<file path="src/hw/rtl/sial_pkg.sv">
// Package for the shift insert array list: sizes, operation and status codes,
// and the structs passed between the sequencer, the memory and the top level.
// No dependencies.
`timescale 1ns / 1ps
`default_nettype none

package sial_pkg;

  // List geometry.
  localparam int unsigned Capacity = 128;
  localparam int unsigned ElemW    = 32;
  localparam int unsigned AddrW    = $clog2(Capacity);

  // Field widths of the request and response channels.
  localparam int unsigned ModeW  = 2;
  localparam int unsigned PosW   = 8;
  localparam int unsigned ValueW = 32;
  localparam int unsigned CountW = 8;
  localparam int unsigned StatW  = 2;

  // Operation codes carried in the mode field.
  localparam logic [ModeW-1:0] MODE_INSERT = 2'd0;
  localparam logic [ModeW-1:0] MODE_DELETE = 2'd1;
  localparam logic [ModeW-1:0] MODE_READ   = 2'd2;

  // Status codes returned with every response.
  localparam logic [StatW-1:0] STAT_DONE  = 2'd0;
  localparam logic [StatW-1:0] STAT_FULL  = 2'd1;
  localparam logic [StatW-1:0] STAT_RANGE = 2'd2;

  // One access to the entry memory: an optional write and a read every cycle.
  typedef struct packed {
    logic             we;
    logic [AddrW-1:0] waddr;
    logic [ElemW-1:0] wdata;
    logic [AddrW-1:0] raddr;
  } mem_req_t;

  // Finished result handed from the sequencer to the output register.
  typedef struct packed {
    logic              valid;
    logic [ValueW-1:0] read_value;
    logic [CountW-1:0] entry_count;
    logic [StatW-1:0]  status;
  } result_t;

endpackage

`default_nettype wire

</file>
<file path="src/hw/rtl/sial_mem.sv">
// Entry memory of the shift insert array list: one write port and one read
// port with registered read data. Depends on sial_pkg.
`timescale 1ns / 1ps
`default_nettype none

module sial_mem import sial_pkg::*; (
  input  wire logic             clk_i,
  input  wire mem_req_t         req_i,
  output logic      [ElemW-1:0] rdata_o
);

  logic [ElemW-1:0] mem_q [Capacity];

  // Write port.
  always_ff @(posedge clk_i) begin
    if (req_i.we) begin
      mem_q[req_i.waddr] <= req_i.wdata;
    end
  end

  // Read port, data registered and available in the cycle after the address.
  always_ff @(posedge clk_i) begin
    rdata_o <= mem_q[req_i.raddr];
  end

endmodule

`default_nettype wire

</file>
<file path="config.mk">
export PLATFORM = sky130hd
export DESIGN_NAME = sial_mem
export DESIGN_NICKNAME = d
export VERILOG_FILES = /design/src/hw/rtl/sial_pkg.sv /design/src/hw/rtl/sial_mem.sv
export SDC_FILE = /design/constraint.sdc
export NUM_CORES = 2
export LEC_CHECK = 0
export BUFFER_PORTS_ARGS = -buffer_cell sky130_fd_sc_hd__buf_2
export CORE_AREA = 2 2 537 539
export DETAILED_ROUTE_END_ITERATION = 10
export DIE_AREA = 0 0 539 541
export PLACE_DENSITY_LB_ADDON = 0.08
export SLEW_MARGIN = 10
export SYNTH_ARGS = -nofsm -noshare
export SYNTH_HDL_FRONTEND = slang
export SYNTH_SLANG_ARGS = --single-unit
</file>
<file path="constraint.sdc">
create_clock -name clk_i -period 4.6 [get_ports clk_i]
set_input_delay 0.23 -clock clk_i [delete_from_list [all_inputs] [get_ports clk_i]]
set_output_delay 0.23 -clock clk_i [all_outputs]
set_load 0.03 [all_outputs]
</file>
==> impl_metrics.ini <==
[timing]
skew_ns = 0.0319
setup_slack_ns = 1.84
max_freq_ghz = 0.362
finalSetupTns_ns = 0
hold_viol = 0
period_share_pct = 60.0
rsz0062_at_grt = no
relSlewSlack_pct = 13.2
period_needed_ns = 2.76
worst_pin_slew_ns = 1.30
drv_slew = 0
setup_viol_count_final = 0

[worst_setup_path]
crit_required_ns = 5.22
cp_max_fo = 16
r2r-end = rdata_o[29]
critPathLaunch = req_i[46]
crit_arrival_ns = 3.38
rrSetupSlack_ns = 1.97
reg2reg_depth = 4
rr_startpoint = mem_q[63][29]
crit_path_end_kind = flop
crit_path_start_kind = input port
crit_type = in2reg
crit_end = mem_q[120][31]

[route]
firstDrtPassIters = 5
vias = 71200
ant_nets = 0
drt-total-wl_um = 408000
wl_per_cell_um = 38.2
drt_iter0_markers = 10400
drc = 0
viasPerCell = 6.66

[yosys]
synth-simple-area-share_pct = 0.446
yosys.area_share.adder_pct = 0
ys_seq_elements = 4128
syn_avg_cell_area_um2 = 26.1
synth_top_family_by_area = multiplexers
synth_xor_area_share_pct = 0
ys_types = 17
syn_area_mm2 = 0.156
syn-num-nets = 6038
synthMuxAreaShare_pct = 19.6
yosys_warnings = 0
ys_seq_area_share_pct = 79.1
synthCells = 5990
synth_compound_area_share_pct = 0

[global_routing]
grt_pass1_vias = 71200
grt.total_usage_pct = 28.3
antenna_found_initial = 58
grt_remaining_overflow = 0
grt_pass1_wl_um = 568000
grt_max_degree = 84

[die]
dieHeight_um = 541
fp-row-count = 197
io_pins = 80
start_util_pct = 54.6
die_w_um = 539
dieArea_mm2 = 0.292
core-area_mm2 = 0.286

[clocking]
cts_buffer_depth = 4
cts_tree = built
cts.reportedPaths.clkPinSlew_ns = 0.06
clk_latency_ns = 0.95
root_buffer = clkbuf_16
cts_inserted_buffers = 414
cts.htree.levels = 5
clock-sinks = 4128

[layout]
layout_common_cells = edfxtp_1 (4096), mux4_2 (1344), clkbuf_16 (421)
final_util_pct = 62.3
syn_to_final_growth_pct = 14.1
drive_gt1_share_pct = 36.6
final_nets = 6594
final_common_cell = edfxtp_1

[pwr]
irDropWorstVdd_v = 0.000488
power.total_mw = 78.9
total_leakage_power_nw = 54.9
power_density_mw_per_mm2 = 442

[placement]
numPortBuffers = 79
pre_cts_ws_ns = 0.914
routabilityCongestion = 0.826
dp_hpwl_um = 230000

[hold_path]
hold_class = in2reg

[flow_run]
cap_violations = 0

[run_status]
status = completed
## worst min path at each step
stage | startpoint | endpoint | slack [ns] | cells after the start
after detailed placement | req_i[23] | mem_q[117][16] | 0.63 | 1
final | req_i[44] | mem_q[106][14] | 0.09 | 4
after CTS | req_i[44] | mem_q[106][14] | 0.02 | 4
after global routing | req_i[44] | mem_q[106][14] | 0.08 | 4
after floorplan | req_i[7] | mem_q[0][0] | 0.33 | 0
after global placement | req_i[23] | mem_q[112][16] | 0.61 | 1
## metal layers
metal	global-route usage, %	vias to the layer above	wire [um]
met1	41.9	39600	164000
met5	0	-	129
met2	44.2	3468	196000
li1	-	27600	-
met3	5.63	462	38900
met4	6.59	20	8760
## flip-flops by register name, summed over array words and instances, names as in the netlist
name,cells
mem_q,4096
rdata_o,32
## stage by stage
stage,instance area (um2),std cells,hold WS (ns)
after global routing,178000,10700,0.0814
after floorplan,156000,5990,0.329
final,178000,10700,0.0890
after CTS,178000,10700,0.0197
after global placement,165000,9878,0.609
after detailed placement,165000,9878,0.633
## final cells by class
cell class | count | area [um2]
antenna | 19 | 47.5
clock buffer | 503 | 10900
clock inverter | 257 | 2320
fill | 19000 | 108000
multi-input combinational | 1546 | 32300
sequential | 4128 | 124000
tap | 3781 | 4730
timing repair buffer | 456 | 4380
## logic make-up (layout without fill, tap and decap cells)
logic type | after synthesis | after routing
other cells | 0 | 19
mux | 1376 | 1376
simple gates | 170 | 170
buf+inv | 316 | 1216
flops | 4128 | 4128
## critical path, cell delays in order
cell and delay, ns:
dlygate4sd3_1 0.61, buf_2 0.23, nor2b_1 0.40, nand2_2 0.67, nor2_4 0.84, buf_4 0.37
## what timing repair did
| item | CTS | global route |
|---|---|---|
| hold buffers | 33 | 0 |
| setup endpoints to repair | 0 | 0 |
| buffers inserted | 0 | 0 |
| gates resized for setup | 0 | 0 |
| hold endpoints to repair | 1856 | 0 |
## cell usage after synthesis
library cell  instances  area, um2
edfxtp_1           4096     123000
mux4_2             1344      30300
clkbuf_1            182        683
nor2_1              122        458
buf_2                79        395
buf_1                50        188
dfxtp_1              32        641
mux2_2               32        360
nand2_1              14       52.6
nand3_1              12       60.1
nor3_1                9       45.0
nor2b_1               7       43.8
buf_4                 3       22.5
nand4_1               3       18.8
buf_6                 2       22.5
nand2b_1              2       12.5
or3_1                 1       6.26
## power by group
| part | internal (mW) | leakage, nW | switching (mW) |
|---|---|---|---|
| sequential | 41.5 | 37.1 | 0.154 |
| combinational | 1.60 | 11.4 | 2.62 |
| clock | 18.9 | 6.45 | 14.1 |
| total | 62.0 | 54.9 | 16.8 |
Note: power is estimated with default switching activity, not from simulation.
