File: src/hw/rtl/sial_pkg.sv
// Package for the shift insert array list: sizes, operation and status codes,
// and the structs passed between the sequencer, the memory and the top level.
// No dependencies.
`timescale 1ns / 1ps
`default_nettype none

package sial_pkg;

  // List geometry.
  localparam int unsigned Capacity = 128;
  localparam int unsigned ElemW    = 32;
  localparam int unsigned AddrW    = $clog2(Capacity);

  // Field widths of the request and response channels.
  localparam int unsigned ModeW  = 2;
  localparam int unsigned PosW   = 8;
  localparam int unsigned ValueW = 32;
  localparam int unsigned CountW = 8;
  localparam int unsigned StatW  = 2;

  // Operation codes carried in the mode field.
  localparam logic [ModeW-1:0] MODE_INSERT = 2'd0;
  localparam logic [ModeW-1:0] MODE_DELETE = 2'd1;
  localparam logic [ModeW-1:0] MODE_READ   = 2'd2;

  // Status codes returned with every response.
  localparam logic [StatW-1:0] STAT_DONE  = 2'd0;
  localparam logic [StatW-1:0] STAT_FULL  = 2'd1;
  localparam logic [StatW-1:0] STAT_RANGE = 2'd2;

  // One access to the entry memory: an optional write and a read every cycle.
  typedef struct packed {
    logic             we;
    logic [AddrW-1:0] waddr;
    logic [ElemW-1:0] wdata;
    logic [AddrW-1:0] raddr;
  } mem_req_t;

  // Finished result handed from the sequencer to the output register.
  typedef struct packed {
    logic              valid;
    logic [ValueW-1:0] read_value;
    logic [CountW-1:0] entry_count;
    logic [StatW-1:0]  status;
  } result_t;

endpackage

`default_nettype wire

File: src/hw/rtl/sial_seq.sv
// Sequencer of the shift insert array list: decodes a request, checks its
// range and steps one entry move per cycle through the memory.
// Depends on sial_pkg; drives sial_mem.
`timescale 1ns / 1ps
`default_nettype none

module sial_seq import sial_pkg::*; (
  input  wire logic              clk_i,
  input  wire logic              rst_ni,
  input  wire logic              start_i,
  input  wire logic [ModeW-1:0]  mode_i,
  input  wire logic [PosW-1:0]   position_i,
  input  wire logic [ValueW-1:0] value_i,
  input  wire logic [ElemW-1:0]  rdata_i,
  output mem_req_t               mem_req_o,
  output logic                   idle_o,
  output result_t                res_o
);

  localparam logic [2:0] S_IDLE   = 3'd0;
  localparam logic [2:0] S_SHIFT  = 3'd1;
  localparam logic [2:0] S_DRAIN  = 3'd2;
  localparam logic [2:0] S_PUT    = 3'd3;
  localparam logic [2:0] S_RDWAIT = 3'd4;

  logic [2:0]        state_q, state_d;
  logic [CountW-1:0] count_q, count_d;
  logic              wpend_q, wpend_d;
  logic [AddrW-1:0]  src_q, src_d;
  logic [AddrW-1:0]  end_q, end_d;
  logic [AddrW-1:0]  wdst_q, wdst_d;
  logic [ElemW-1:0]  val_q, val_d;
  logic [ModeW-1:0]  mode_q, mode_d;

  logic signed [PosW:0] pos_s;
  logic signed [PosW:0] cnt_s;
  logic                 ins_ok;
  logic                 pos_ok;
  logic [AddrW-1:0]     dest;
  logic [AddrW-1:0]     pos_a;
  logic [AddrW-1:0]     cnt_m1;
  logic [AddrW-1:0]     src_inc;
  logic [AddrW-1:0]     src_dec;
  logic                 is_ins;

  // Range checks on the incoming position against the current count.
  assign pos_s  = signed'({position_i[PosW-1], position_i});
  assign cnt_s  = signed'({1'b0, count_q});
  assign ins_ok = (pos_s >= -(PosW+1)'(1)) && (pos_s < cnt_s);
  assign pos_ok = (pos_s >= (PosW+1)'(0)) && (pos_s < cnt_s);
  assign pos_a  = position_i[AddrW-1:0];
  assign dest   = AddrW'(position_i + PosW'(1));
  assign cnt_m1 = AddrW'(count_q - CountW'(1));

  // Shared address step unit.
  assign src_inc = src_q + AddrW'(1);
  assign src_dec = src_q - AddrW'(1);
  assign is_ins  = (mode_q == MODE_INSERT);

  assign idle_o = (state_q == S_IDLE);

  // Next state, memory access and result.
  always_comb begin
    state_d = state_q;
    count_d = count_q;
    wpend_d = wpend_q;
    src_d   = src_q;
    end_d   = end_q;
    wdst_d  = wdst_q;
    val_d   = val_q;
    mode_d  = mode_q;

    mem_req_o.we    = 1'b0;
    mem_req_o.waddr = wdst_q;
    mem_req_o.wdata = rdata_i;
    mem_req_o.raddr = src_q;

    res_o.valid       = 1'b0;
    res_o.read_value  = '0;
    res_o.entry_count = count_q;
    res_o.status      = STAT_DONE;

    unique case (state_q)
      S_IDLE: begin
        mem_req_o.raddr = pos_a;
        if (start_i) begin
          mode_d  = mode_i;
          val_d   = ElemW'(value_i);
          wpend_d = 1'b0;
          unique case (mode_i)
            MODE_INSERT: begin
              if (count_q == CountW'(Capacity)) begin
                res_o.valid  = 1'b1;
                res_o.status = STAT_FULL;
              end else if (!ins_ok) begin
                res_o.valid  = 1'b1;
                res_o.status = STAT_RANGE;
              end else if ({1'b0, dest} == count_q) begin
                end_d   = dest;
                state_d = S_PUT;
              end else begin
                end_d   = dest;
                src_d   = cnt_m1;
                state_d = S_SHIFT;
              end
            end
            MODE_DELETE: begin
              if (!pos_ok) begin
                res_o.valid  = 1'b1;
                res_o.status = STAT_RANGE;
              end else if (pos_a == cnt_m1) begin
                count_d           = count_q - CountW'(1);
                res_o.valid       = 1'b1;
                res_o.entry_count = count_d;
              end else begin
                src_d   = pos_a + AddrW'(1);
                end_d   = cnt_m1;
                state_d = S_SHIFT;
              end
            end
            MODE_READ: begin
              if (!pos_ok) begin
                res_o.valid  = 1'b1;
                res_o.status = STAT_RANGE;
              end else begin
                state_d = S_RDWAIT;
              end
            end
            default: begin
              res_o.valid  = 1'b1;
              res_o.status = STAT_RANGE;
            end
          endcase
        end
      end
      // Read one entry per cycle and write back the entry read just before it.
      S_SHIFT: begin
        mem_req_o.we = wpend_q;
        wpend_d      = 1'b1;
        wdst_d       = is_ins ? src_inc : src_dec;
        if (src_q == end_q) begin
          state_d = S_DRAIN;
        end else begin
          src_d = is_ins ? src_dec : src_inc;
        end
      end
      // Write back the last entry read.
      S_DRAIN: begin
        mem_req_o.we = 1'b1;
        if (is_ins) begin
          state_d = S_PUT;
        end else begin
          count_d           = count_q - CountW'(1);
          res_o.valid       = 1'b1;
          res_o.entry_count = count_d;
          state_d           = S_IDLE;
        end
      end
      // Store the new value in the opened slot.
      S_PUT: begin
        mem_req_o.we      = 1'b1;
        mem_req_o.waddr   = end_q;
        mem_req_o.wdata   = val_q;
        count_d           = count_q + CountW'(1);
        res_o.valid       = 1'b1;
        res_o.entry_count = count_d;
        state_d           = S_IDLE;
      end
      S_RDWAIT: begin
        res_o.valid      = 1'b1;
        res_o.read_value = ValueW'(rdata_i);
        state_d          = S_IDLE;
      end
      default: begin
        state_d = S_IDLE;
      end
    endcase
  end

  // Control state.
  always_ff @(posedge clk_i or negedge rst_ni) begin
    if (!rst_ni) begin
      state_q <= S_IDLE;
      count_q <= '0;
      wpend_q <= 1'b0;
    end else begin
      state_q <= state_d;
      count_q <= count_d;
      wpend_q <= wpend_d;
    end
  end

  // Operation payload and addresses.
  always_ff @(posedge clk_i) begin
    src_q  <= src_d;
    end_q  <= end_d;
    wdst_q <= wdst_d;
    val_q  <= val_d;
    mode_q <= mode_d;
  end

endmodule

`default_nettype wire

File: config.mk
export PLATFORM = sky130hd
export DESIGN_NAME = sial_seq
export DESIGN_NICKNAME = d
export VERILOG_FILES = /design/src/hw/rtl/sial_pkg.sv /design/src/hw/rtl/sial_seq.sv
export SDC_FILE = /design/constraint.sdc
export NUM_CORES = 1
export LEC_CHECK = 0
export BUFFER_PORTS_ARGS = -buffer_cell sky130_fd_sc_hd__buf_4
export CAP_MARGIN = 20
export CORE_ASPECT_RATIO = 1.75
export CORE_MARGIN = 8
export CORE_UTILIZATION = 45
export CTS_CLUSTER_SIZE = 28
export DETAILED_ROUTE_END_ITERATION = 6
export HOLD_SLACK_MARGIN = 0.02
export PLACE_DENSITY = 0.76
export SLEW_MARGIN = 10
export SYNTH_ARGS = -nofsm -noshare
export SYNTH_HDL_FRONTEND = slang
export SYNTH_SLANG_ARGS = --single-unit
File: constraint.sdc
create_clock -name clk_i -period 5.95 [get_ports clk_i]
set_input_delay 0.595 -clock clk_i [delete_from_list [all_inputs] [get_ports clk_i]]
set_output_delay 0.595 -clock clk_i [all_outputs]
set_load 0.01 [all_outputs]
==> impl_metrics.py <==
metrics = {
    "cells_and_area": {
        "nets": 826,
        "multi_input_area_sq_mm": 0.00289,
        "antenna_cells": 0,
        "fin_area_sq_mm": 0.00669,
        "register_area_sq_mm": 0.00195,
        "final_cells": 868,
        "fillers": 1008,
        "drive_gt1_share_pct": 28.4,
        "area_growth_pct": 31.5,
    },
    "clock_network": {
        "postCtsHoldBufs": 0,
        "root_buffer": "clkbuf_16",
        "clk_pin_slew_ns": 0.06,
        "insertion_delay_ns": 0.33,
        "cts_tree": "built",
        "cts_resized": 0,
        "cts_buffers": 9,
        "cts.sink_count": 67,
        "cts.path.max_buffers": 2,
        "htreeDepth": 3,
        "post_cts_buffers": 0,
    },
    "yosys": {
        "seq_area_frac_synth_pct": 38.3,
        "synth_top_area_share_pct": 32.4,
        "synth.most_common_cell": "nand2_1",
        "syn_avg_cell_area_sq_um": 8.60,
        "synth_fp_nets": 687,
        "netlist_area_sq_mm": 0.00509,
        "synth_cells": 592,
        "synthArstFlopShare_pct": 17.9,
        "synth.area.top_cells": "edfxtp_1 32%, nand2_1 9.7%, dfrtp_1 5.9%",
        "synth-seq-cells": 67,
        "synth_top_area_cell": "edfxtp_1",
        "synth.distinct_cells": 69,
        "synthTopCellsByCount": "132 x nand2_1, 55 x edfxtp_1, 39 x nor2_1",
        "synth_top_flop_cell": "edfxtp_1",
        "yosysWarnings": 0,
        "synth-edff-count": 55,
    },
    "power_and_ir_drop": {
        "p_leak_uw": 0.00301,
        "power_density_mw_per_mm2": 438,
        "irDropWorstVdd_uv": 245,
    },
    "global_routing": {
        "grt_max_degree": 45,
        "grt_pass1_vias": 4820,
        "antenna_found_initial": 0,
        "grt-ovfl-total": 0,
        "grt_pass1_wl_microns": 25800,
        "grt_usage_pct": 22.5,
    },
    "worst_setup_path": {
        "cpPeakStageDelay_ns": 0.85,
        "cp_cell_sequence": "nor3_2 > nand2_1 > clkinv_1 > buf_4 > o21ai_0 > a2bb2oi_1 > buf_4",
        "cp_slowest_cell": "nor3_2",
        "crit_type": "reg2out",
        "worstSetupStartpointType": "flop",
        "end_kind": "primary output",
        "r2r_cells": 8,
        "r2r-end": "end_q[5]$_DFFE_PP_",
        "cpMostUsedCell": "buf_4",
        "worstPathArrival_ns": 3.69,
        "rr_startpoint": "count_q[1]$_DFFE_PN0P_",
        "crit_fanout": 30,
        "cp.required_ns": 5.36,
        "reg2reg_slack_ns": 2.06,
    },
    "sta": {
        "slew_headroom_pct": 33.3,
        "fin_ws_ns": 1.66,
        "fin_crit_ns": 4.29,
        "clock_skew_ns": 0.00583,
        "worst_pin_slew_ns": 0.995,
        "hold_viol": 0,
        "holdWs_ns": 0.108,
        "setup_violations": 0,
        "fmax_mhz": 233,
        "rsz0062_at_grt": "no",
        "fin_crit_sh_pct": 72.1,
        "slew_viol_final": 0,
        "tns_ns": 0,
    },
    "placement": {
        "place_ws_ns": 2.04,
        "placedCellCount": 852,
        "dp_hpwl_microns": 13600,
        "dpl_cell_area_sq_mm": 0.00637,
        "port_buffers": 167,
        "gp_congestion": 1.01,
    },
    "floorplanning": {
        "row_count": 51,
        "die_y_microns": 157,
        "die_area_sq_mm": 0.0151,
        "core_area_sq_mm": 0.0111,
        "start_util_pct": 45.8,
        "num_io_pins": 168,
        "die_w_microns": 96.4,
    },
    "drt": {
        "totalWireLength_microns": 17300,
        "drc": 0,
        "viasPerCell": 5.63,
        "vias": 4889,
        "drtPass1Iterations": 5,
        "ant_nets": 0,
        "drt_iter0_markers": 349,
        "wl_per_cell_microns": 19.9,
    },
    "hold_path": {
        "hold_path.class": "in2async",
    },
    "job": {
        "max-cap-violations": 0,
    },
    "status": {
        "status": "finished clean",
    },
}
## worst max-delay path by stage
stage	to	startpoint	cells past startpoint
3_5_place_dp	res_o[9]	state_q[1]$_DFFE_PN0P_	7
4_1_cts	res_o[9]	state_q[1]$_DFFE_PN0P_	7
3_3_place_gp	res_o[9]	state_q[1]$_DFFE_PN0P_	7
6_report	res_o[9]	state_q[1]$_DFFE_PN0P_	7
5_1_grt	res_o[9]	state_q[1]$_DFFE_PN0P_	7
2_1_floorplan	end_q[0]$_DFFE_PP_	count_q[0]$_DFFE_PN0P_	10
## kinds of logic after synthesis
| kind of cell | Yosys count | share of synthesized area, % |
|---|---|---|
| simple gates | 280 | 26.4 |
| fa+ha+maj | 18 | 4.42 |
| buf+inv | 66 | 5.11 |
| flops | 67 | 38.3 |
| compound gates | 101 | 14.4 |
| mux | 16 | 3.27 |
| xor+xnor | 44 | 8.11 |
## layout make-up
type / instances / area share, %
Sequential cell: 67 / 29.2
Tap cell: 132 / 2.47
Timing Repair Buffer: 171 / 19.2
Clock inverter: 6 / 1.35
Clock buffer: 10 / 3.42
Multi-Input combinational cell: 459 / 43.1
Inverter: 23 / 1.29
## power breakdown
group | leakage [uW] | total, uW | internal (uW) | switching, uW
clock | 0.000154 | 563 | 367 | 195
sequential | 0.000666 | 914 | 697 | 218
combinational | 0.00219 | 1450 | 639 | 813
## stage by stage
step           total power (uW)  util, %
2_1_floorplan              1810        -
3_3_place_gp               2320     57.4
3_5_place_dp               2350     57.4
4_1_cts                    2930     60.3
5_1_grt                    3090     60.3
6_report                   2930     60.3
## layer usage
metal  GRT usage [%]  vias to the layer above  routed length [microns]
li1                -                     2345                        -
met1            21.6                     2286                     5750
met2            43.2                      205                     9570
met3            3.12                       53                     1180
met4            12.3                        0                      756
met5               0                        -                        0
## critical path: cells and delay by family (launching register included)
kind,cells,cell delay (ns)
AO/OA/AOI/OAI,2,0.37
flip-flops,1,0.52
buffers and inverters,3,1.03
AND/OR/NAND/NOR,2,1.43
## flip-flops by register name (all words and copies together), names as in the netlist
signal	flops
val_q	32
count_q	8
end_q	7
src_q	7
wdst_q	7
state_q	3
mode_q	2
wpend_q	1
## cell usage in the layout (no fill, tap or decap), drive strengths merged, types with 3 or more instances in the layout
master / synthesis / final
buf: 7 / 171
nand2: 132 / 132
edfxtp: 55 / 55
nor2: 39 / 39
and2: 34 / 34
a21oi: 30 / 30
xnor2: 29 / 29
inv: 22 / 22
o21ai: 19 / 19
ha: 18 / 18
nand3: 18 / 18
xor2: 13 / 13
dfrtp: 12 / 12
nor3: 12 / 12
mux2i: 11 / 11
clkbuf: 36 / 10
nand4: 9 / 9
and3: 7 / 7
or3: 7 / 7
a2bb2oi: 6 / 6
mux2: 5 / 5
a211oi: 5 / 5
o41ai: 5 / 5
clkinv: 1 / 5
a31oi: 4 / 4
nor2b: 3 / 3
nor3b: 3 / 3
or2: 3 / 3
nand3b: 3 / 3
a22o: 3 / 3
nor4: 3 / 3
Power figures use the tool's default switching activity.
